$ cat src/hdl/uera_pkg.sv
// shared types, constants and microcode encodings for the echo range averager
// no dependencies; imported by every module under hdl
package uera_pkg;

	localparam int MAX_SAMPLES = 5;

	localparam int SAMP_W = 3;
	localparam int TRIG_W = 8;
	localparam int GAP_W  = 16;
	localparam int PC_W   = 16;
	localparam int ECNT_W = 16;
	localparam int SUM_W  = 13;
	localparam int DIST_W = 11;
	localparam int CIDX_W = 2;
	localparam int CDAT_W = 16;

	localparam int DIST_MAX   = 1115;
	localparam int SUM_MAX    = MAX_SAMPLES * DIST_MAX;

	// ticks to cm: floor(n * 100 / 5877) taken as (n * CM_RECIP) >> CM_SHIFT
	localparam int RECIP_W  = 24;
	localparam int CM_SHIFT = 29;
	localparam logic [RECIP_W-1:0] CM_RECIP = 24'd9135119;

	// shift-subtract divider
	localparam int DVD_W  = 23;
	localparam int REM_W  = 13;
	localparam int DCNT_W = $clog2(DVD_W + 1);

	localparam logic [SAMP_W-1:0] SAMP_RST = 3'd1;
	localparam logic [TRIG_W-1:0] TRIG_RST = 8'd20;
	localparam logic [GAP_W-1:0]  GAP_RST  = 16'd50000;

	typedef enum logic [CIDX_W-1:0] {
		CFG_SAMPLE_COUNT  = 2'd0,
		CFG_TRIGGER_TICKS = 2'd1,
		CFG_GAP_TICKS     = 2'd2
	} cfg_idx_t;

	typedef enum logic [2:0] {
		PH_IDLE = 3'd0,
		PH_TRIG = 3'd1,
		PH_RISE = 3'd2,
		PH_MEAS = 3'd3,
		PH_GAP  = 3'd4
	} phase_t;

	typedef enum logic [3:0] {
		OP_NOP        = 4'd0,
		OP_FETCH      = 4'd1,
		OP_START_SEQ  = 4'd2,
		OP_INC_PC     = 4'd3,
		OP_SET_RISE   = 4'd4,
		OP_ECHO_FIRST = 4'd5,
		OP_ECHO_INC   = 4'd6,
		OP_CONV_LOAD  = 4'd7,
		OP_DIV_STEP   = 4'd8,
		OP_ADD_SAMPLE = 4'd9,
		OP_AVG_LOAD   = 4'd10,
		OP_FINISH     = 4'd11,
		OP_BEGIN_TRIG = 4'd12,
		OP_EMIT       = 4'd13
	} op_t;

	typedef enum logic [3:0] {
		C_NONE         = 4'd0,
		C_NO_REQ       = 4'd1,
		C_PH_IDLE      = 4'd2,
		C_PH_TRIG      = 4'd3,
		C_PH_RISE      = 4'd4,
		C_PH_MEAS      = 4'd5,
		C_NO_START     = 4'd6,
		C_TRIG_DONE    = 4'd7,
		C_NO_ECHO      = 4'd8,
		C_DIV_BUSY     = 4'd9,
		C_GAP_RUN      = 4'd10,
		C_MORE_SAMPLES = 4'd11,
		C_OUT_BUSY     = 4'd12
	} cond_t;

	localparam int UPC_W = 5;
	typedef logic [UPC_W-1:0] upc_t;

	// microprogram addresses
	localparam upc_t A_FETCH      = 5'd0;
	localparam upc_t A_D_IDLE     = 5'd1;
	localparam upc_t A_D_TRIG     = 5'd2;
	localparam upc_t A_D_RISE     = 5'd3;
	localparam upc_t A_D_MEAS     = 5'd4;
	localparam upc_t A_IDLE_CHK   = 5'd5;
	localparam upc_t A_START      = 5'd6;
	localparam upc_t A_TRIG_CHK   = 5'd7;
	localparam upc_t A_TRIG_INC   = 5'd8;
	localparam upc_t A_TRIG_END   = 5'd9;
	localparam upc_t A_RISE_CHK   = 5'd10;
	localparam upc_t A_RISE_HIT   = 5'd11;
	localparam upc_t A_MEAS_CHK   = 5'd12;
	localparam upc_t A_MEAS_INC   = 5'd13;
	localparam upc_t A_CONV_LOAD  = 5'd14;
	localparam upc_t A_ADD_SAMPLE = 5'd15;
	localparam upc_t A_GAP_CHK    = 5'd16;
	localparam upc_t A_GAP_INC    = 5'd17;
	localparam upc_t A_MORE_CHK   = 5'd18;
	localparam upc_t A_NEXT_TRIG  = 5'd19;
	localparam upc_t A_AVG_LOAD   = 5'd20;
	localparam upc_t A_AVG_STEP   = 5'd21;
	localparam upc_t A_FINISH     = 5'd22;
	localparam upc_t A_EMIT       = 5'd23;

	typedef struct packed {
		op_t   op;
		cond_t cond;
		upc_t  br;
		upc_t  nx;
	} ucw_t;

	typedef struct packed {
		logic start;
		logic echo;
		logic ph_idle;
		logic ph_trig;
		logic ph_rise;
		logic ph_meas;
		logic trig_done;
		logic gap_run;
		logic more_samples;
		logic div_busy;
	} flags_t;

	typedef struct packed {
		logic [DIST_W-1:0] distance_cm;
		logic              done_res;
		logic              busy_res;
		logic              trigger;
	} res_t;

endpackage

$ cat src/hdl/uera_ucode_rom.sv
// microprogram store: one control word per step address
// depends on uera_pkg
module uera_ucode_rom (
	input  uera_pkg::upc_t addr,
	output uera_pkg::ucw_t cw
);
	import uera_pkg::*;

	function automatic ucw_t mk(op_t op, cond_t cond, upc_t br, upc_t nx);
		ucw_t w;
		w.op   = op;
		w.cond = cond;
		w.br   = br;
		w.nx   = nx;
		return w;
	endfunction

	always_comb begin
		unique case (addr)
			A_FETCH:      cw = mk(OP_FETCH,      C_NO_REQ,       A_FETCH,     A_D_IDLE);
			A_D_IDLE:     cw = mk(OP_NOP,        C_PH_IDLE,      A_IDLE_CHK,  A_D_TRIG);
			A_D_TRIG:     cw = mk(OP_NOP,        C_PH_TRIG,      A_TRIG_CHK,  A_D_RISE);
			A_D_RISE:     cw = mk(OP_NOP,        C_PH_RISE,      A_RISE_CHK,  A_D_MEAS);
			A_D_MEAS:     cw = mk(OP_NOP,        C_PH_MEAS,      A_MEAS_CHK,  A_GAP_CHK);
			A_IDLE_CHK:   cw = mk(OP_NOP,        C_NO_START,     A_EMIT,      A_START);
			A_START:      cw = mk(OP_START_SEQ,  C_NONE,         A_EMIT,      A_EMIT);
			A_TRIG_CHK:   cw = mk(OP_NOP,        C_TRIG_DONE,    A_TRIG_END,  A_TRIG_INC);
			A_TRIG_INC:   cw = mk(OP_INC_PC,     C_NONE,         A_EMIT,      A_EMIT);
			A_TRIG_END:   cw = mk(OP_SET_RISE,   C_NONE,         A_EMIT,      A_EMIT);
			A_RISE_CHK:   cw = mk(OP_NOP,        C_NO_ECHO,      A_EMIT,      A_RISE_HIT);
			A_RISE_HIT:   cw = mk(OP_ECHO_FIRST, C_NONE,         A_EMIT,      A_EMIT);
			A_MEAS_CHK:   cw = mk(OP_NOP,        C_NO_ECHO,      A_CONV_LOAD, A_MEAS_INC);
			A_MEAS_INC:   cw = mk(OP_ECHO_INC,   C_NONE,         A_EMIT,      A_EMIT);
			A_CONV_LOAD:  cw = mk(OP_CONV_LOAD,  C_NONE,         A_ADD_SAMPLE, A_ADD_SAMPLE);
			A_ADD_SAMPLE: cw = mk(OP_ADD_SAMPLE, C_NONE,         A_EMIT,      A_EMIT);
			A_GAP_CHK:    cw = mk(OP_NOP,        C_GAP_RUN,      A_GAP_INC,   A_MORE_CHK);
			A_GAP_INC:    cw = mk(OP_INC_PC,     C_NONE,         A_EMIT,      A_EMIT);
			A_MORE_CHK:   cw = mk(OP_NOP,        C_MORE_SAMPLES, A_NEXT_TRIG, A_AVG_LOAD);
			A_NEXT_TRIG:  cw = mk(OP_BEGIN_TRIG, C_NONE,         A_EMIT,      A_EMIT);
			A_AVG_LOAD:   cw = mk(OP_AVG_LOAD,   C_NONE,         A_AVG_STEP,  A_AVG_STEP);
			A_AVG_STEP:   cw = mk(OP_DIV_STEP,   C_DIV_BUSY,     A_AVG_STEP,  A_FINISH);
			A_FINISH:     cw = mk(OP_FINISH,     C_NONE,         A_EMIT,      A_EMIT);
			A_EMIT:       cw = mk(OP_EMIT,       C_OUT_BUSY,     A_EMIT,      A_FETCH);
			default:      cw = mk(OP_NOP,        C_NONE,         A_FETCH,     A_FETCH);
		endcase
	end

endmodule

$ cat src/hdl/uera_sequencer.sv
// step counter with condition select and two-way branch
// depends on uera_pkg; fed by uera_ucode_rom and uera_datapath flags
module uera_sequencer (
	input  logic            clk,
	input  logic            arst_n,
	input  uera_pkg::ucw_t  cw,
	input  uera_pkg::flags_t flags,
	input  logic            req_valid,
	input  logic            out_free,
	output uera_pkg::upc_t  upc
);
	import uera_pkg::*;

	upc_t upc_q;
	logic hit;

	always_comb begin
		unique case (cw.cond)
			C_NONE:         hit = 1'b0;
			C_NO_REQ:       hit = !req_valid;
			C_PH_IDLE:      hit = flags.ph_idle;
			C_PH_TRIG:      hit = flags.ph_trig;
			C_PH_RISE:      hit = flags.ph_rise;
			C_PH_MEAS:      hit = flags.ph_meas;
			C_NO_START:     hit = !flags.start;
			C_TRIG_DONE:    hit = flags.trig_done;
			C_NO_ECHO:      hit = !flags.echo;
			C_DIV_BUSY:     hit = flags.div_busy;
			C_GAP_RUN:      hit = flags.gap_run;
			C_MORE_SAMPLES: hit = flags.more_samples;
			C_OUT_BUSY:     hit = !out_free;
			default:        hit = 1'b0;
		endcase
	end

	always_ff @(posedge clk or negedge arst_n) begin
		if (!arst_n) begin
			upc_q <= A_FETCH;
		end else begin
			upc_q <= hit ? cw.br : cw.nx;
		end
	end

	assign upc = upc_q;

	a_upc_in_program: assert property (@(posedge clk) disable iff (!arst_n)
		upc_q <= A_EMIT)
		else $error("step counter left the program");

endmodule

$ cat src/hdl/uera_datapath.sv
// measurement state, configuration registers, cm conversion and averaging divider
// depends on uera_pkg; driven by the control word from uera_ucode_rom
module uera_datapath (
	input  logic                          clk,
	input  logic                          arst_n,
	input  uera_pkg::op_t                 op,
	input  logic                          req_valid,
	input  logic                          start_in,
	input  logic                          echo_in,
	input  logic                          cfg_we,
	input  logic [uera_pkg::CIDX_W-1:0]   cfg_idx,
	input  logic [uera_pkg::CDAT_W-1:0]   cfg_dat,
	output uera_pkg::flags_t              flags,
	output uera_pkg::res_t                res
);
	import uera_pkg::*;

	logic [SAMP_W-1:0] samp_q;
	logic [TRIG_W-1:0] trig_q;
	logic [GAP_W-1:0]  gap_q;

	phase_t            phase_q;
	logic [PC_W-1:0]   pc_q;
	logic [ECNT_W-1:0] echo_cnt_q;
	logic [SUM_W-1:0]  sum_q;
	logic [SAMP_W-1:0] taken_q;
	logic [DIST_W-1:0] dist_q;
	logic              done_q;
	logic              start_q;
	logic              echo_q;

	logic [REM_W-1:0]  rem_q;
	logic [DVD_W-1:0]  quo_q;
	logic [REM_W-1:0]  dvs_q;
	logic [DCNT_W-1:0] dcnt_q;

	logic [SAMP_W-1:0] samp_wr;
	logic [TRIG_W-1:0] trig_wr;
	logic [ECNT_W+RECIP_W-1:0] conv_prod;
	logic [REM_W:0]    div_t;
	logic [REM_W:0]    div_sub;
	logic              div_ge;
	logic [SUM_W-1:0]  sum_add;

	// config write clamping
	always_comb begin
		samp_wr = cfg_dat[SAMP_W-1:0];
		if (samp_wr == '0) begin
			samp_wr = SAMP_W'(1);
		end else if (samp_wr > SAMP_W'(MAX_SAMPLES)) begin
			samp_wr = SAMP_W'(MAX_SAMPLES);
		end
		trig_wr = cfg_dat[TRIG_W-1:0];
		if (trig_wr == '0) begin
			trig_wr = TRIG_W'(1);
		end
	end

	always_ff @(posedge clk or negedge arst_n) begin
		if (!arst_n) begin
			samp_q <= SAMP_RST;
			trig_q <= TRIG_RST;
			gap_q  <= GAP_RST;
		end else if (cfg_we) begin
			unique case (cfg_idx)
				CFG_SAMPLE_COUNT:  samp_q <= samp_wr;
				CFG_TRIGGER_TICKS: trig_q <= trig_wr;
				CFG_GAP_TICKS:     gap_q  <= cfg_dat[GAP_W-1:0];
				default: ;
			endcase
		end
	end

	// reciprocal multiply, exact for every 16-bit tick count
	assign conv_prod = {{RECIP_W{1'b0}}, echo_cnt_q} * {{ECNT_W{1'b0}}, CM_RECIP};

	assign div_t   = {rem_q, quo_q[DVD_W-1]};
	assign div_ge  = div_t >= {1'b0, dvs_q};
	assign div_sub = div_t - {1'b0, dvs_q};
	assign sum_add = sum_q + {{(SUM_W-DIST_W){1'b0}}, quo_q[DIST_W-1:0]};

	always_ff @(posedge clk) begin
		unique case (op)
			OP_CONV_LOAD: begin
				quo_q  <= {{(DVD_W-DIST_W){1'b0}}, conv_prod[CM_SHIFT +: DIST_W]};
			end
			OP_AVG_LOAD: begin
				rem_q  <= '0;
				quo_q  <= {sum_q, {(DVD_W-SUM_W){1'b0}}};
				dvs_q  <= {{(REM_W-SAMP_W){1'b0}}, samp_q};
				dcnt_q <= DCNT_W'(SUM_W);
			end
			OP_DIV_STEP: begin
				rem_q  <= div_ge ? div_sub[REM_W-1:0] : div_t[REM_W-1:0];
				quo_q  <= {quo_q[DVD_W-2:0], div_ge};
				dcnt_q <= dcnt_q - DCNT_W'(1);
			end
			default: ;
		endcase
	end

	always_ff @(posedge clk or negedge arst_n) begin
		if (!arst_n) begin
			phase_q    <= PH_IDLE;
			pc_q       <= '0;
			echo_cnt_q <= '0;
			sum_q      <= '0;
			taken_q    <= '0;
			dist_q     <= '0;
			done_q     <= 1'b0;
			start_q    <= 1'b0;
			echo_q     <= 1'b0;
		end else begin
			unique case (op)
				OP_FETCH: begin
					if (req_valid) begin
						start_q <= start_in;
						echo_q  <= echo_in;
						done_q  <= 1'b0;
					end
				end
				OP_START_SEQ: begin
					sum_q   <= '0;
					taken_q <= '0;
					phase_q <= PH_TRIG;
					pc_q    <= PC_W'(1);
				end
				OP_INC_PC:   pc_q <= pc_q + PC_W'(1);
				OP_SET_RISE: phase_q <= PH_RISE;
				OP_ECHO_FIRST: begin
					echo_cnt_q <= ECNT_W'(1);
					phase_q    <= PH_MEAS;
				end
				OP_ECHO_INC: begin
					if (echo_cnt_q != '1) begin
						echo_cnt_q <= echo_cnt_q + ECNT_W'(1);
					end
				end
				OP_ADD_SAMPLE: begin
					sum_q   <= sum_add;
					taken_q <= taken_q + SAMP_W'(1);
					phase_q <= PH_GAP;
					pc_q    <= '0;
				end
				OP_FINISH: begin
					dist_q  <= quo_q[DIST_W-1:0];
					done_q  <= 1'b1;
					phase_q <= PH_IDLE;
					pc_q    <= '0;
				end
				OP_BEGIN_TRIG: begin
					phase_q <= PH_TRIG;
					pc_q    <= PC_W'(1);
				end
				default: ;
			endcase
		end
	end

	always_comb begin
		flags.start        = start_q;
		flags.echo         = echo_q;
		flags.ph_idle      = phase_q == PH_IDLE;
		flags.ph_trig      = phase_q == PH_TRIG;
		flags.ph_rise      = phase_q == PH_RISE;
		flags.ph_meas      = phase_q == PH_MEAS;
		flags.trig_done    = pc_q >= {{(PC_W-TRIG_W){1'b0}}, trig_q};
		flags.gap_run      = pc_q < gap_q;
		flags.more_samples = taken_q < samp_q;
		flags.div_busy     = dcnt_q != DCNT_W'(1);
	end

	always_comb begin
		res.trigger     = phase_q == PH_TRIG;
		res.busy_res    = phase_q != PH_IDLE;
		res.done_res    = done_q;
		res.distance_cm = dist_q;
	end

	a_divisor_nonzero: assert property (@(posedge clk) disable iff (!arst_n)
		op == OP_DIV_STEP |-> dvs_q != '0)
		else $error("divider stepping with a zero divisor");

	a_sum_bound: assert property (@(posedge clk) disable iff (!arst_n)
		sum_q <= SUM_W'(SUM_MAX))
		else $error("distance sum beyond the largest possible total");

	a_finish_result: assert property (@(posedge clk) disable iff (!arst_n)
		op == OP_FINISH |=> done_q && phase_q == PH_IDLE)
		else $error("finish step did not flag a new distance");

endmodule

$ cat src/hdl/ultrasonic_echo_range_averager_top.sv
// top level of the ultrasonic echo range averager: stream ports and output register
// depends on uera_pkg, uera_ucode_rom, uera_sequencer, uera_datapath

// One input request is one 1 us tick carrying the start request and the sampled echo
// level; every request yields exactly one result (trigger level, busy, done pulse and the
// latest averaged distance in cm). Requests are handled one at a time by a microcoded
// sequencer, and a request can also be held by a stall on the output side.
// Most ticks are set by the phase dispatch chain of the program; the tick on which echo
// falls adds a single reciprocal multiply for the cm conversion. The long one is the
// last pause tick of a run (a 13-step division of the sum by sample_count). A finished
// result sits in an output register, so the next request is taken while it waits.
// Configuration writes are accepted at any cycle and should only be made while
// busy_res is low.
module ultrasonic_echo_range_averager_top (
	input  logic        clk,
	input  logic        arst_n,
	input  logic        s_axis_tvalid,
	output logic        s_axis_tready,
	input  logic [7:0]  s_axis_tdata,   // [0] start_req, [1] echo, [7:2] zero
	output logic        m_axis_tvalid,
	input  logic        m_axis_tready,
	output logic [15:0] m_axis_tdata,   // [0] trigger, [1] busy_res, [2] done_res,
	                                    // [13:3] distance_cm, [15:14] zero
	input  logic        cfg_valid,
	output logic        cfg_ready,
	input  logic [uera_pkg::CIDX_W-1:0] cfg_index,
	input  logic [uera_pkg::CDAT_W-1:0] cfg_data
);
	import uera_pkg::*;

	upc_t   upc;
	ucw_t   cw;
	flags_t flags;
	res_t   res;
	res_t   m_data_q;
	logic   m_valid_q;
	logic   out_free;
	logic   emit_fire;

	assign out_free  = !m_valid_q || m_axis_tready;
	assign emit_fire = (cw.op == OP_EMIT) && out_free;

	assign s_axis_tready = cw.op == OP_FETCH;
	assign cfg_ready     = 1'b1;

	uera_ucode_rom u_rom (
		.addr (upc),
		.cw   (cw)
	);

	uera_sequencer u_seq (
		.clk       (clk),
		.arst_n    (arst_n),
		.cw        (cw),
		.flags     (flags),
		.req_valid (s_axis_tvalid),
		.out_free  (out_free),
		.upc       (upc)
	);

	uera_datapath u_dp (
		.clk       (clk),
		.arst_n    (arst_n),
		.op        (cw.op),
		.req_valid (s_axis_tvalid),
		.start_in  (s_axis_tdata[0]),
		.echo_in   (s_axis_tdata[1]),
		.cfg_we    (cfg_valid && cfg_ready),
		.cfg_idx   (cfg_index),
		.cfg_dat   (cfg_data),
		.flags     (flags),
		.res       (res)
	);

	always_ff @(posedge clk or negedge arst_n) begin
		if (!arst_n) begin
			m_valid_q <= 1'b0;
		end else if (emit_fire) begin
			m_valid_q <= 1'b1;
		end else if (m_axis_tready) begin
			m_valid_q <= 1'b0;
		end
	end

	always_ff @(posedge clk) begin
		if (emit_fire) begin
			m_data_q <= res;
		end
	end

	assign m_axis_tvalid = m_valid_q;
	assign m_axis_tdata  = {2'b00, m_data_q};

endmodule
$ cat config.mk
export PLATFORM = sky130hd
export DESIGN_NAME = ultrasonic_echo_range_averager_top
export DESIGN_NICKNAME = d
export VERILOG_FILES = /design/src/hdl/uera_pkg.sv /design/src/hdl/uera_ucode_rom.sv /design/src/hdl/uera_sequencer.sv /design/src/hdl/uera_datapath.sv /design/src/hdl/ultrasonic_echo_range_averager_top.sv
export SDC_FILE = /design/constraint.sdc
export NUM_CORES = 1
export LEC_CHECK = 0
export BUFFER_PORTS_ARGS = -buffer_cell sky130_fd_sc_hd__buf_2
export CORE_AREA = 2 2 168 170
export CTS_BUF_LIST = sky130_fd_sc_hd__clkbuf_4
export CTS_CLUSTER_SIZE = 24
export DETAILED_ROUTE_END_ITERATION = 8
export DIE_AREA = 0 0 170 172
export PLACE_DENSITY = 0.69
export SLEW_MARGIN = 20
export SYNTH_ARGS = -nofsm -noshare
export SYNTH_HDL_FRONTEND = slang
export SYNTH_SLANG_ARGS = --single-unit
$ cat constraint.sdc
create_clock -name clk -period 6.3 [get_ports clk]
set_clock_uncertainty 0.1 [all_clocks]
set_input_delay 0.315 -clock clk [delete_from_list [all_inputs] [get_ports clk]]
set_output_delay 0.315 -clock clk [all_outputs]
set_load 0.1 [all_outputs]
======== Word-level counts from Yosys, hierarchy flattened ========
Memories as Yosys holds them, arrays and structs flattened.
Cells that the tools add are included.
cells by class
  add/sub/neg operators ................... 6
  multiply operators ...................... 1
  divide/modulo/power cells ............... 0
  $lt $le $gt $ge ......................... 5
  eq/ne operators ......................... 34
  shift-type cells ........................ 0
  mux-type cells .......................... 19
  bitwise logic cells ..................... 0
  reduce and logical (&&, ||, !) cells .... 28
operators by type and width
  cell                                                                    number
  23-bit case mux with 3 select lines                                     1
  13-bit case mux with 2 select lines                                     2
  16-bit case mux with 3 select lines                                     1
  4-bit equality test (second input constant)                             11
  16-bit by 24-bit multiplier with 40-bit output (second input constant)  1
  16-bit by 1-bit adder with 16-bit output (second input constant)        2
  4-bit by 3-bit equality test with 1-bit output (second input constant)  8
  16-bit case mux with 2 select lines                                     1
  4-bit by 2-bit equality test with 1-bit output (second input constant)  4
  16-bit by 8-bit greater-or-equal comparator with 1-bit output           1
  16-bit less-than comparator                                             1
  16-bit 2-to-1 mux                                                       1
  16-bit != test (second input constant)                                  1
  3-bit case mux with 5 select lines                                      1
  14-bit by 3-bit greater-or-equal comparator with 1-bit output           1
  13-bit by 11-bit adder with 13-bit output                               1
  13-bit 2-to-1 mux                                                       1
  13-bit by 3-bit subtractor with 13-bit output                           1
  1-bit case mux with 12 select lines                                     1
  2-bit AND reduction                                                     6
  5-bit case mux with 2 select lines                                      1
  2-bit nonzero test                                                      5
  3-bit nonzero test                                                      3
  4-bit by 1-bit equality test with 1-bit output (second input constant)  2
  other kinds (25)                                                        35
storage, ports and cells
  bits in registers ....................... 156
  latch bits .............................. 0
  RAM bits ................................ 0
  memory bits (read-only) ................. 576
  bits of input ports ..................... 31
  output and inout bits ................... 19
  logic and storage cells ................. 116
  memories ................................ 1
memory list
  name             words  width  rd ports  clocked after Yosys merged registers in  wr ports  line                  source
  (no name shown)  32     18     1         0                                        0         uera_ucode_rom.sv:19  unique case (addr)

======== Longest topological paths before layout ========
Gate-level depths: netlist of run 1.
  word-level depth ........................ 5
  depth in mapped cells ................... 21
  mapped depth without buffers ............ 21

======== Hierarchy ========
A second synthesis of run 1 with hierarchy kept.
unflattened totals
  cell total of the unflattened synthesis .. 1338
  area total of the unflattened synthesis .. 13954.6 um2
modules (own cells, without submodules)
  module                              times used  cells an instance  area each (um2)  seq. area each (um2)
  uera_datapath                       1           1184               12416.9          3634.7
  uera_ucode_rom                      1           96                 676.9            0.0
  ultrasonic_echo_range_averager_top  1           25                 509.2            445.4
  uera_sequencer                      1           33                 351.6            125.1

======== Worst setup path after synthesis of run 1 ========
Ideal clock, no wire load.
  kind .................................... reg-to-reg
  start ................................... reg u_dp.echo_cnt_q[14]
  end ..................................... reg u_dp.quo_q[6], data pin
  setup time .............................. 256 ps
  arrival time ............................ 5252 ps
  data required time ...................... 5944 ps
  setup slack ............................. 691 ps
  stages on the path, launching flop included .. 17
  path buffers ............................ 0
  clock period less this slack ............ 5609 ps
  cells stage by stage .................... dfrtp_1 inv_1 ha_1 fa_1 fa_1 inv_1 fa_1 fa_1 ha_1 ha_1 a2111o_1 a211oi_1 nor2_1 nor3_1 o21ai_0 a211o_1 a22o_1
on the way
  cells in the longest elaborated chain, start to end .. 2
ends and longest elaborated chain
  item                                            line                  source
  start, declared                                 uera_datapath.sv:24   logic [ECNT_W-1:0] echo_cnt_q;
  start signal, assigned                          uera_datapath.sv:136  echo_cnt_q <= echo_cnt_q + ECNT_W'(1);
  16-bit by 24-bit multiplier with 40-bit output  uera_datapath.sv:75   assign conv_prod = {{RECIP_W{1'b0}}, echo_cnt_q} * {{ECNT_W{1'b0}}, CM_RECIP};
  23-bit case mux with 3 select lines             uera_datapath.sv:83   unique case (op)
  end signal, assigned                            uera_datapath.sv:85   quo_q <= {{(DVD_W-DIST_W){1'b0}}, conv_prod[CM_SHIFT +: DIST_W]};
  end signal, assigned                            uera_datapath.sv:89   quo_q <= {sum_q, {(DVD_W-SUM_W){1'b0}}};
  end signal, assigned                            uera_datapath.sv:95   quo_q <= {quo_q[DVD_W-2:0], div_ge};
  end, declared                                   uera_datapath.sv:33   logic [DVD_W-1:0] quo_q;
No other way between the ends.
A chain may end at the register's enable or synchronous reset.

======== Final worst setup path of run 1 ========
  start ................................... reg u_dp.echo_cnt_q[13]
  end ..................................... reg u_dp.quo_q[10], data pin
Same word-level chain as after synthesis.

==> metrics.md, run 1 <==
| Metric | Value |
|---|---|
| Run status | finished clean |
| Seq/Total Area, Yosys | 0.294 |
| Unrepaired setup endpoints after global routing | no |
| Cells taking the most area after synthesis | sky130_fd_sc_hd__ha_1 (20%), sky130_fd_sc_hd__dfrtp_1 (16%), sky130_fd_sc_hd__fa_1 (14%) |
| Gate count after technology mapping | 1414 |
| Cell-by-cell trace of the critical path | fa_1 -> fa_1 -> fa_1 -> inv_1 -> fa_1 -> inv_1 -> ha_1 -> inv_1 -> fa_1 -> inv_1 -> ha_1 -> nand4_1 -> nor4_1 -> o311ai_1 -> a21oi_2 -> or3_1 -> a21oi_2 -> a2111o_1 -> nand3_1 |
| Worst stage delay on the critical path | 0.62 ns |
| Clock Tree Root | sky130_fd_sc_hd__clkbuf_4 |
| Number of I/O pins | 50 |
| Maximum operating frequency | 165 MHz |
| Depth of the CTS H-tree | 4 |
| Number of buffers inserted by port buffering | 40 |
| Layout cell share with drive strength beyond 1 | 0.115 |
| Slowest-stage cell, CP | sky130_fd_sc_hd__fa_1 |
| FF+latch count, synth | 156 |
| Routed length on met1 | 14000 um |
| Area share of the leading cell type in the synthesized netlist | 0.198 |
| Top cells by count, synth | sky130_fd_sc_hd__inv_1 (232), sky130_fd_sc_hd__ha_1 (226), sky130_fd_sc_hd__fa_1 (99) |
| Fraction of registers with async set or reset after synthesis | 0.628 |
| Minimum clock period | 6.05 ns |
| Max FO, Critical Path | 6 |
| Static leakage | 7.94 nW |
| Core area | 27500 um^2 |
| Uppermost layer routed | met4 |
| Wire length of the first global-routing pass | 52700 um |
| Clock slew at the register clock pins of the worst setup and hold paths | 0.16 ns |
| Worst-Margin Slew | 1.11 ns |
| Initial standard-cell utilization of the core | 0.520 |
| Met2 layer wire length in the routed design | 15100 um |
| Vias per Instance | 5.56 |
| Most repeated library cell on the critical path | sky130_fd_sc_hd__fa_1 |
| GPL Wtd Cong | 0.932 |
| Detailed Place HPWL | 24400 um |
| Startpoint of the worst-slack reg-to-reg timing path | u_dp.echo_cnt_q[13] |
| Setup Crit Path Kind | flip-flop to flip-flop |
| Post-route insts no fill | 1859 |
| Reg-to-Reg End | u_dp.quo_q[10] |
| Initial detailed-routing violation count | 572 |
| Sum of met3 wire segment lengths after detailed routing | 1070 um |
| Number of cell instances on the worst register-to-register path | 19 |
| Dominant register cell in the synthesized netlist | sky130_fd_sc_hd__dfrtp_1 |
| Initial antenna violation count | 1 |
| Area growth syn-to-layout | 8.87% |
| CTS Buf Count | 17 |
| Library cell with the highest instance count after synthesis | sky130_fd_sc_hd__inv_1 |
| Worst Path Required | 6.66 ns |
| Post-layout net count | 1855 |
| Power density over cell area | 281 nW/um^2 |
| Synthesized area per cell | 10.1 um^2 |
| Worst min path class | input pin to asynchronous set/reset pin |
| Cell type with the largest total area after synthesis | sky130_fd_sc_hd__ha_1 |
| Worst relative slew slack | 0.258 |
| Slew Viols, Final | 0 |
| Kind of start point of the critical path | flip-flop |
| CTS sink count | 156 |
| Placed Cells incl. Taps | 1799 |
| Type of destination of the critical path | flip-flop |
| Vias post-DR | 10300 |
| Maximum VDD drop | 0.189 mV |
| Endpoints failing setup | 0 |
| Pin count of the biggest net entering global routing | 77 |
| Worst reg2reg setup slack | 0.25 ns |
| Source-to-sink clock delay at the later pin of the worst-skew pair | 0.60 ns |
| DRT Pass-1 Iters | 5 |
| Portion of the clock cycle consumed by the worst path in the final layout | 0.960 |
| Width of the die | 170 um |
| CTS tree | yes |
| Max-cap check violation count | 0 |
| Number of different library cells in the post-synthesis netlist | 79 |
| Vert. Die Dim | 172 um |
| Count of standard-cell rows | 61 |
| Worst endpoint data arrival time | 6.41 ns |
| Number of global-route vias before repair | 10500 |
| Wire per inst | 16.6 um |
| Count of endpoints failing hold in the final timing report | 0 |
| Setup TNS after final layout | 0 ns |
| GRT Util Overall | 0.227 |
| Final antenna-violating net count | 0 |
| Synthesis Warnings | 0 |
| Count of flip-flops with a built-in enable after synthesis | 58 |
| PnR Total Power | 4.37 mW |
| Remaining Overflow, GRT | 0 |
| Overall routed net length | 30900 um |
| DRC violation count after routing | 0 |
| Maximum count of clock buffers along a single path | 2 |
| Netlist area before placement | 14300 um^2 |
| Area of the die | 29200 um^2 |
==> cell usage in the layout, fill, tap and decap left out, types with 34 or more instances in the layout <==
cell / instances
sky130_fd_sc_hd__inv_1: 232
sky130_fd_sc_hd__ha_1: 226
sky130_fd_sc_hd__fa_1: 99
sky130_fd_sc_hd__nor2_1: 94
sky130_fd_sc_hd__nand2_1: 87
sky130_fd_sc_hd__dfrtp_1: 87
sky130_fd_sc_hd__a21oi_1: 67
sky130_fd_sc_hd__edfxtp_1: 58
sky130_fd_sc_hd__mux2_2: 40
sky130_fd_sc_hd__buf_2: 39
sky130_fd_sc_hd__nand3_1: 34
==> state kept, by name, indices dropped and copies added (netlist names), 5 cells and up <==
name and count:
m_axis_tdata 14, u_dp.dcnt_q 5, u_dp.dist_q 11, u_dp.echo_cnt_q 16, u_dp.gap_q 16, u_dp.pc_q 16
u_dp.quo_q 23, u_dp.rem_q 13, u_dp.sum_q 13, u_dp.trig_q 8, u_seq.upc 5
==> worst max-delay path by stage <==
stage / start / to / cells past startpoint
finish: u_dp.echo_cnt_q[13] / u_dp.quo_q[10] / 19
detailed placement: u_dp.echo_cnt_q[10] / u_dp.quo_q[6] / 19
CTS: u_dp.echo_cnt_q[15] / u_dp.quo_q[10] / 19
floorplan: u_dp.echo_cnt_q[14] / u_dp.quo_q[6] / 16
global route: u_dp.echo_cnt_q[13] / u_dp.quo_q[10] / 19
global placement: u_dp.echo_cnt_q[10] / u_dp.quo_q[6] / 19
==> power breakdown <==
part / internal, mW / switching, mW / leakage [nW] / total (mW)
sequential: 1.39 / 0.252 / 1.78 / 1.65
combinational: 0.800 / 1.33 / 6.01 / 2.13
clock: 0.203 / 0.397 / 0.148 / 0.600
==> timing repair <==
action | CTS | global route
endpoints found under the setup margin | 1 | 7
hold buffers | 27 | 0
pin swaps | 0 | 1
setup buffers | 0 | 0
hold endpoints to repair | 53 | 0
resized for setup | 1 | 4
==> critical path, delay by kind of cell (launching register included) <==
family	cells	cell delay, ns
simple gates	4	0.81
fa+ha+maj	7	3.21
buf+inv	4	0.20
compound gates	4	1.07
flops	1	0.51
==> stage by stage <==
step	setup WS, ns	hold slack (ns)	util	area (um^2)
2_1_floorplan	0.691	-0.0806	-	14300
3_3_place_gp	0.128	0.144	0.546	15000
3_5_place_dp	0.0272	0.147	0.546	15000
4_1_cts	0.0704	0.0323	0.566	15500
5_1_grt	0.00964	0.0599	0.566	15600
6_report	0.250	0.0644	0.566	15600
==> area by class of cell <==
cell class / count / area [um^2]
Fill cell: 2433 / 11900
Multi-Input combinational cell: 988 / 9040
Sequential cell: 156 / 4210
Inverter: 236 / 886
Timing Repair Buffer: 100 / 724
Tap cell: 346 / 433
Clock inverter: 15 / 140
Clock buffer: 17 / 128
Antenna cell: 1 / 2.50
==> cells by family after synthesis <==
group                      Yosys count  synth area share
muxes                               59            0.0459
AOI/OAI and AO/OA                  221             0.103
and+or+nand+nor                    327             0.113
DFF                                156             0.294
buffers and inverters              271            0.0744
other                                2          0.000525
adders and majority gates          325             0.336
xor gates and xnor gates            53            0.0325
==> layer usage <==
layer / up-vias / global-route usage
met5: - / 0
met4: 0 / 0.0754
met3: 48 / 0.0233
met2: 208 / 0.384
met1: 5058 / 0.307
li1: 5016 / -
Note: power is estimated with default switching activity, not from simulation.
==> run 2: changes to the inputs <==
--- a/config.mk
+++ b/config.mk
@@ -5,7 +5,7 @@
 export SDC_FILE = /design/constraint.sdc
 export NUM_CORES = 1
 export LEC_CHECK = 0
-export BUFFER_PORTS_ARGS = -buffer_cell sky130_fd_sc_hd__buf_2
+export BUFFER_PORTS_ARGS = -buffer_cell sky130_fd_sc_hd__buf_4
 export CORE_AREA = 2 2 168 170
 export CTS_BUF_LIST = sky130_fd_sc_hd__clkbuf_4
 export CTS_CLUSTER_SIZE = 24
==> run 2 against run 1 <==
  * Die area stayed put
  * Hold slack improved by 0.019 ns
  * Critical endpoint unchanged
  * Wire length up 0.27%
  * Critical path type unchanged
  * Count of clock-buffer cells in the layout is the same
  * Cell area increased by 0.70%
  * Non-clock buffer count rose by 3
  * Via count is essentially flat
==> metrics.md, run 2 (synthesis gave the netlist of run 1 again) <==
| Metric | Value |
|---|---|
| Area of the die | 29200 um^2 |
| Maximum VDD drop | 0.216 mV |
| CTS Buf Count | 17 |
| Width of the die | 170 um |
| Number of flip-flops in the largest register | 23 |
| GPL Wtd Cong | 0.927 |
| Area growth syn-to-layout | 9.64% |
| Kind of start point of the critical path | flip-flop |
| Source-to-sink clock delay at the later pin of the worst-skew pair | 0.60 ns |
| Maximum count of clock buffers along a single path | 2 |
| Unrepaired setup endpoints after global routing | no |
| Detailed Place HPWL | 24500 um |
| Worst path bufs/invs | 4 |
| Vert. Die Dim | 172 um |
| Vias post-DR | 10300 |
| Worst Path Required | 6.65 ns |
| Slowest-stage cell, CP | sky130_fd_sc_hd__fa_1 |
| Power density over cell area | 279 nW/um^2 |
| Most repeated library cell on the critical path | sky130_fd_sc_hd__fa_1 |
| Max-cap check violation count | 0 |
| CTS tree | yes |
| Initial detailed-routing violation count | 568 |
| Pre-CTS WS | 0.114 ns |
| Slew Viols, Final | 0 |
| Layout cell share with drive strength beyond 1 | 0.119 |
| Endpoints failing setup | 0 |
| Setup Crit Path Kind | flip-flop to flip-flop |
| Count of endpoints failing hold in the final timing report | 0 |
| Worst min path class | input pin to flip-flop |
| DRC violation count after routing | 0 |
| DRT Pass-1 Iters | 6 |
| Minimum clock period | 6.00 ns |
| Most frequent cells in the layout | sky130_fd_sc_hd__inv_1 (232), sky130_fd_sc_hd__ha_1 (226), sky130_fd_sc_hd__fa_1 (99) |
| Maximum operating frequency | 167 MHz |
| Worst stage delay on the critical path | 0.63 ns |
| GRT Util Overall | 0.226 |
| Setup repair bufs after CTS | 0 |
| Count of standard-cell rows | 61 |
| Type of destination of the critical path | flip-flop |
| Fillcell total | 2418 |
| Worst endpoint data arrival time | 6.35 ns |
| Remaining Overflow, GRT | 0 |
| Depth of the CTS H-tree | 4 |
| Number of global-route vias before repair | 10500 |
| Portion of the clock cycle consumed by the worst path in the final layout | 0.953 |
| Cell-by-cell trace of the critical path | fa_1 -> fa_1 -> fa_1 -> inv_1 -> fa_1 -> inv_1 -> ha_1 -> inv_1 -> fa_1 -> inv_1 -> ha_1 -> nand4_1 -> nor4_1 -> o311ai_1 -> a21oi_2 -> or3_1 -> a21oi_4 -> a2111o_1 -> nand3_1 |
| Crit path setup slack, layout | 0.297 ns |
| Number of I/O pins | 50 |
| Number of buffers inserted by port buffering | 40 |
| Clock slew at the register clock pins of the worst setup and hold paths | 0.14 ns |
| Pin count of the biggest net entering global routing | 51 |
| Worst-Margin Slew | 1.06 ns |
| Initial standard-cell utilization of the core | 0.520 |
| Post-layout net count | 1858 |
| Worst relative slew slack | 0.290 |
| Wire length of the first global-routing pass | 52200 um |
| Final antenna-violating net count | 0 |
| Cell type group with the largest total delay on the critical path | adder cells |
| Footprint of the multi-input gates | 9060 um^2 |
| Setup TNS after final layout | 0 ns |
| Most common cell after layout, fill and taps aside | sky130_fd_sc_hd__inv_1 |
| Vias per Instance | 5.54 |
| Initial antenna violation count | 1 |
| CTS sink count | 156 |
| Run status | finished clean |
| Max FO, Critical Path | 8 |
| Biggest register | u_dp.quo_q |
| Overall routed net length | 31000 um |
| Area occupied by registers | 4210 um^2 |
| Wire per inst | 16.6 um |
| Clock Tree Root | sky130_fd_sc_hd__clkbuf_4 |
| Core area | 27500 um^2 |
| Static leakage | 7.99 nW |
==> run 2: per-layer routing <==
| metal | GRT usage | up-vias | share of wire |
|---|---|---|---|
| li1 | - | 5002 | - |
| met1 | 0.303 | 5091 | 0.46 |
| met2 | 0.382 | 180 | 0.49 |
| met3 | 0.0284 | 48 | 0.028 |
| met4 | 0.0751 | 0 | 0.023 |
| met5 | 0 | - | 0 |
==> run 2: worst paths after layout <==
path,startpoint,endpoint,slack [ns],cells after the start
worst max-delay path,u_dp.echo_cnt_q[14],u_dp.quo_q[10],0.30,19
worst min-delay path,cfg_valid,u_dp.samp_q[0],0.08,4
worst max register to register,u_dp.echo_cnt_q[14],u_dp.quo_q[10],0.30,19
worst min register to register,u_dp.dist_q[2],m_axis_tdata[5],0.36,0
max in group asynchronous,arst_n,u_dp.gap_q[7],4.77,3
min in group asynchronous,arst_n,u_dp.dist_q[8],0.19,2
==> run 2: report_power, final <==
group	switching, mW	total [mW]	internal, mW
logic	1.34	2.15	0.813
clock network	0.405	0.574	0.169
registers	0.250	1.64	1.39
==> run 2: timing repair <==
item,4_1_cts,5_1_grt
endpoints found under the setup margin,0,8
endpoints found under the hold margin,79,0
hold buffers,24,0
resized for setup,0,6
==> run 2: worst reg2reg max path, stage by stage (launching register included) <==
cell	delay, ns
sky130_fd_sc_hd__dfrtp_1	0.53
sky130_fd_sc_hd__fa_1	0.63
sky130_fd_sc_hd__fa_1	0.46
sky130_fd_sc_hd__fa_1	0.54
sky130_fd_sc_hd__inv_1	0.08
sky130_fd_sc_hd__fa_1	0.54
sky130_fd_sc_hd__inv_1	0.04
sky130_fd_sc_hd__ha_1	0.26
sky130_fd_sc_hd__inv_1	0.05
sky130_fd_sc_hd__fa_1	0.53
sky130_fd_sc_hd__inv_1	0.04
sky130_fd_sc_hd__ha_1	0.28
sky130_fd_sc_hd__nand4_1	0.12
sky130_fd_sc_hd__nor4_1	0.29
sky130_fd_sc_hd__o311ai_1	0.23
sky130_fd_sc_hd__a21oi_2	0.28
sky130_fd_sc_hd__or3_1	0.27
sky130_fd_sc_hd__a21oi_4	0.11
sky130_fd_sc_hd__a2111o_1	0.41
sky130_fd_sc_hd__nand3_1	0.07
==> run 2: cell type report <==
type / count / area share
Clock inverter: 15 / 0.00790
Timing Repair Buffer: 103 / 0.0532
Inverter: 236 / 0.0565
Clock buffer: 17 / 0.00814
Multi-Input combinational cell: 988 / 0.578
Antenna cell: 2 / 0.000319
Tap cell: 346 / 0.0276
Sequential cell: 156 / 0.268
==> run 2: through the flow <==
| stage | std cells | instance area [um^2] | total power, mW | hold slack (ns) | utilization |
|---|---|---|---|---|---|
| floorplan | 1415 | 14300 | 3.30 | -0.0806 | - |
| global placement | 1805 | 15100 | 3.72 | 0.295 | 0.551 |
| detailed placement | 1805 | 15100 | 3.79 | 0.293 | 0.551 |
| CTS | 1861 | 15600 | 4.38 | 0.0355 | 0.569 |
| global route | 1862 | 15700 | 4.70 | 0.0766 | 0.570 |
| finish | 1863 | 15700 | 4.37 | 0.0829 | 0.570 |
==> run 3: changes to the inputs <==
--- a/config.mk
+++ b/config.mk
@@ -6,13 +6,13 @@
 export NUM_CORES = 1
 export LEC_CHECK = 0
 export BUFFER_PORTS_ARGS = -buffer_cell sky130_fd_sc_hd__buf_4
-export CORE_AREA = 2 2 168 170
+export CORE_AREA = 2 2 222 224
 export CTS_BUF_LIST = sky130_fd_sc_hd__clkbuf_4
 export CTS_CLUSTER_SIZE = 24
 export DETAILED_ROUTE_END_ITERATION = 8
-export DIE_AREA = 0 0 170 172
-export PLACE_DENSITY = 0.69
+export DIE_AREA = 0 0 224 226
 export SLEW_MARGIN = 20
 export SYNTH_ARGS = -nofsm -noshare
 export SYNTH_HDL_FRONTEND = slang
 export SYNTH_SLANG_ARGS = --single-unit
+export TNS_END_PERCENT = 20
==> run 3 against run 2 <==
  * The flow now finishes with violations (design-rule violations)
  * Clock power up 9.9%
  * Register-to-register slack worse by 0.07 ns
  * Sequential share of layout area down 0.55 points
  * Cell count up 14%
  * Global-route usage decreased by 9.2 points
  * Critical path depth is 3 lower
  * Combinational power hardly changed
  * Fmax decreased by 1.2%
  * Power is 1.0% higher
  * Hold slack worse by 0.0087 ns
  * Sequential cell count did not move
  * Worst setup slack got worse by 0.072 ns
  * Highest routed layer unchanged
==> metrics.md, run 3 (synthesis gave the netlist of run 1 again) <==
| Metric | Value |
|---|---|
| Overall routed net length | 32100 um |
| Number of global-route vias before repair | 10800 |
| Setup Crit Path Kind | flip-flop to flip-flop |
| Wire length of the first global-routing pass | 54900 um |
| Depth of the CTS H-tree | 4 |
| Portion of the clock cycle consumed by the worst path in the final layout | 0.964 |
| Clock Tree Root | sky130_fd_sc_hd__clkbuf_4 |
| Wire per inst | 15.0 um |
| Number of flip-flops in the largest register | 23 |
| Most frequent cells in the layout | sky130_fd_sc_hd__inv_1 (232), sky130_fd_sc_hd__ha_1 (226), sky130_fd_sc_hd__fa_1 (99) |
| Failing checks | design-rule violations |
| Max FO, Critical Path | 6 |
| Combinational Power Share | 0.483 |
| Pre-CTS WS | 0.0298 ns |
| Final antenna-violating net count | 0 |
| Placed Cells incl. Taps | 2077 |
| Number of cell instances on the worst register-to-register path | 16 |
| Post-layout net count | 1852 |
| Worst-Margin Slew | 1.03 ns |
| DRT Pass-1 Iters | 9 |
| Setup TNS after final layout | 0 ns |
| Detailed Place HPWL | 25600 um |
| CTS sink count | 156 |
| Clk network pwr share | 0.143 |
| Maximum count of clock buffers along a single path | 2 |
| Internal power summed over all cells | 2.45 mW |
| Worst min path class | input pin to flip-flop |
| Maximum operating frequency | 165 MHz |
| Layout cell share with drive strength beyond 1 | 0.119 |
| Count of standard-cell rows | 81 |
| Number of I/O pins | 50 |
| Width of the die | 224 um |
| CTS Buf Count | 17 |
| Minimum clock period | 6.07 ns |
| Endpoints failing setup | 0 |
| Core area | 48300 um^2 |
| Footprint of the multi-input gates | 9060 um^2 |
| Worst reg2reg setup slack | 0.23 ns |
| Number of cells traversed by the worst hold path | 4 |
| Vias post-DR | 10200 |
| GRT Util Overall | 0.134 |
| Area occupied by registers | 4210 um^2 |
| Area of the die | 50600 um^2 |
| Vert. Die Dim | 226 um |
| Worst relative slew slack | 0.315 |
| Post-route insts no fill | 2133 |
| Static leakage | 7.98 nW |
| Area growth syn-to-layout | 12.0% |
| Sequential fraction of design power | 0.374 |
| Type of destination of the critical path | flip-flop |
| Vias per Instance | 4.78 |
| Net switching power | 1.96 mW |
| Clock slew at the register clock pins of the worst setup and hold paths | 0.13 ns |
| Critical hold path startpoint | cfg_valid |
| Initial standard-cell utilization of the core | 0.296 |
| PnR Total Power | 4.41 mW |
| Kind of start point of the critical path | flip-flop |
| Number of buffers inserted by port buffering | 40 |
| Startpoint of the worst-slack reg-to-reg timing path | u_dp.echo_cnt_q[14] |
| Remaining Overflow, GRT | 0 |
| Crit path setup slack, layout | 0.225 ns |
| Slew Viols, Final | 0 |
| Power density over cell area | 276 nW/um^2 |
| Maximum VDD drop | 0.138 mV |
| Unrepaired setup endpoints after global routing | yes |
| Source-to-sink clock delay at the later pin of the worst-skew pair | 0.59 ns |
| Initial antenna violation count | 1 |
| Pin count of the biggest net entering global routing | 54 |
| Run status | finished, violations left |
| Fillcell total | 4840 |
| Hold-critical path endpoint | u_dp.samp_q[0] |
| Worst endpoint data arrival time | 6.30 ns |
| Reg-to-Reg End | u_dp.quo_q[9] |
| GPL Wtd Cong | 0.874 |
| Initial detailed-routing violation count | 543 |
| Sw frac | 0.445 |
| Worst Path Required | 6.53 ns |
| Count of endpoints failing hold in the final timing report | 0 |
| CTS tree | yes |
| Most common cell after layout, fill and taps aside | sky130_fd_sc_hd__inv_1 |
| Biggest register | u_dp.quo_q |
| Max-cap check violation count | 0 |
| DRC violation count after routing | 1 |
## run 3: layout make-up
class / instances / area share
Timing Repair Buffer: 97 / 0.0489
Clock inverter: 13 / 0.00868
Clock buffer: 19 / 0.00891
Multi-Input combinational cell: 988 / 0.566
Inverter: 236 / 0.0553
Sequential cell: 156 / 0.263
Tap cell: 622 / 0.0486
Antenna cell: 2 / 0.000313
## run 3: timing repair
action                                  in CTS  in global routing
endpoints found under the setup margin       1                  9
hold buffers                                22                  0
setup buffers                                0                  0
hold endpoints to repair                    75                  0
resized for setup                            1                  9
## run 3: power by group through the flow
| stage | Sequential [mW] | Combinational, mW | Clock (mW) |
|---|---|---|---|
| 3_3_place_gp | 1.66 | 2.07 | 0 |
| 5_1_grt | 1.69 | 2.38 | 0.692 |
| 3_5_place_dp | 1.67 | 2.13 | 0 |
| 2_1_floorplan | 1.64 | 1.66 | 0 |
| 4_1_cts | 1.65 | 2.15 | 0.649 |
| 6_report | 1.65 | 2.13 | 0.631 |
## run 3: routing by layer
metal	track usage	share of wire	up-vias
met1	0.174	0.46	5016
met4	0.0402	0.022	0
li1	-	-	5007
met2	0.233	0.49	138
met5	0	0	-
met3	0.0164	0.023	40
## run 3: worst max-delay path by stage
stage	from	endpoint	cells past startpoint
floorplan	u_dp.echo_cnt_q[14]	u_dp.quo_q[6]	16
global placement	u_dp.echo_cnt_q[13]	u_dp.quo_q[6]	19
detailed placement	u_dp.echo_cnt_q[13]	u_dp.quo_q[6]	19
CTS	u_dp.echo_cnt_q[11]	u_dp.quo_q[6]	19
global route	u_dp.echo_cnt_q[14]	u_dp.quo_q[9]	16
finish	u_dp.echo_cnt_q[14]	u_dp.quo_q[9]	16
## run 3: worst max-delay path: stages, from the launching register on
cell                       delay [ns]
sky130_fd_sc_hd__dfrtp_1         0.51
sky130_fd_sc_hd__inv_1           0.12
sky130_fd_sc_hd__ha_1            0.39
sky130_fd_sc_hd__fa_1            0.56
sky130_fd_sc_hd__fa_1            0.57
sky130_fd_sc_hd__inv_1           0.06
sky130_fd_sc_hd__fa_1            0.51
sky130_fd_sc_hd__fa_1            0.53
sky130_fd_sc_hd__ha_1            0.32
sky130_fd_sc_hd__ha_1            0.26
sky130_fd_sc_hd__a2111o_1        0.46
sky130_fd_sc_hd__a211oi_1        0.27
sky130_fd_sc_hd__nor2_1          0.11
sky130_fd_sc_hd__or3_1           0.49
sky130_fd_sc_hd__a21oi_2         0.31
sky130_fd_sc_hd__and3_1          0.20
sky130_fd_sc_hd__o31ai_1         0.07
## run 3: through the flow
stage | util | hold slack [ns] | cell area [um^2]
after CTS | 0.330 | 0.0289 | 16000
final | 0.331 | 0.0742 | 16000
after floorplan | - | -0.0806 | 14300
after global placement | 0.320 | 0.284 | 15500
after detailed placement | 0.320 | 0.291 | 15500
after global routing | 0.331 | 0.0543 | 16000
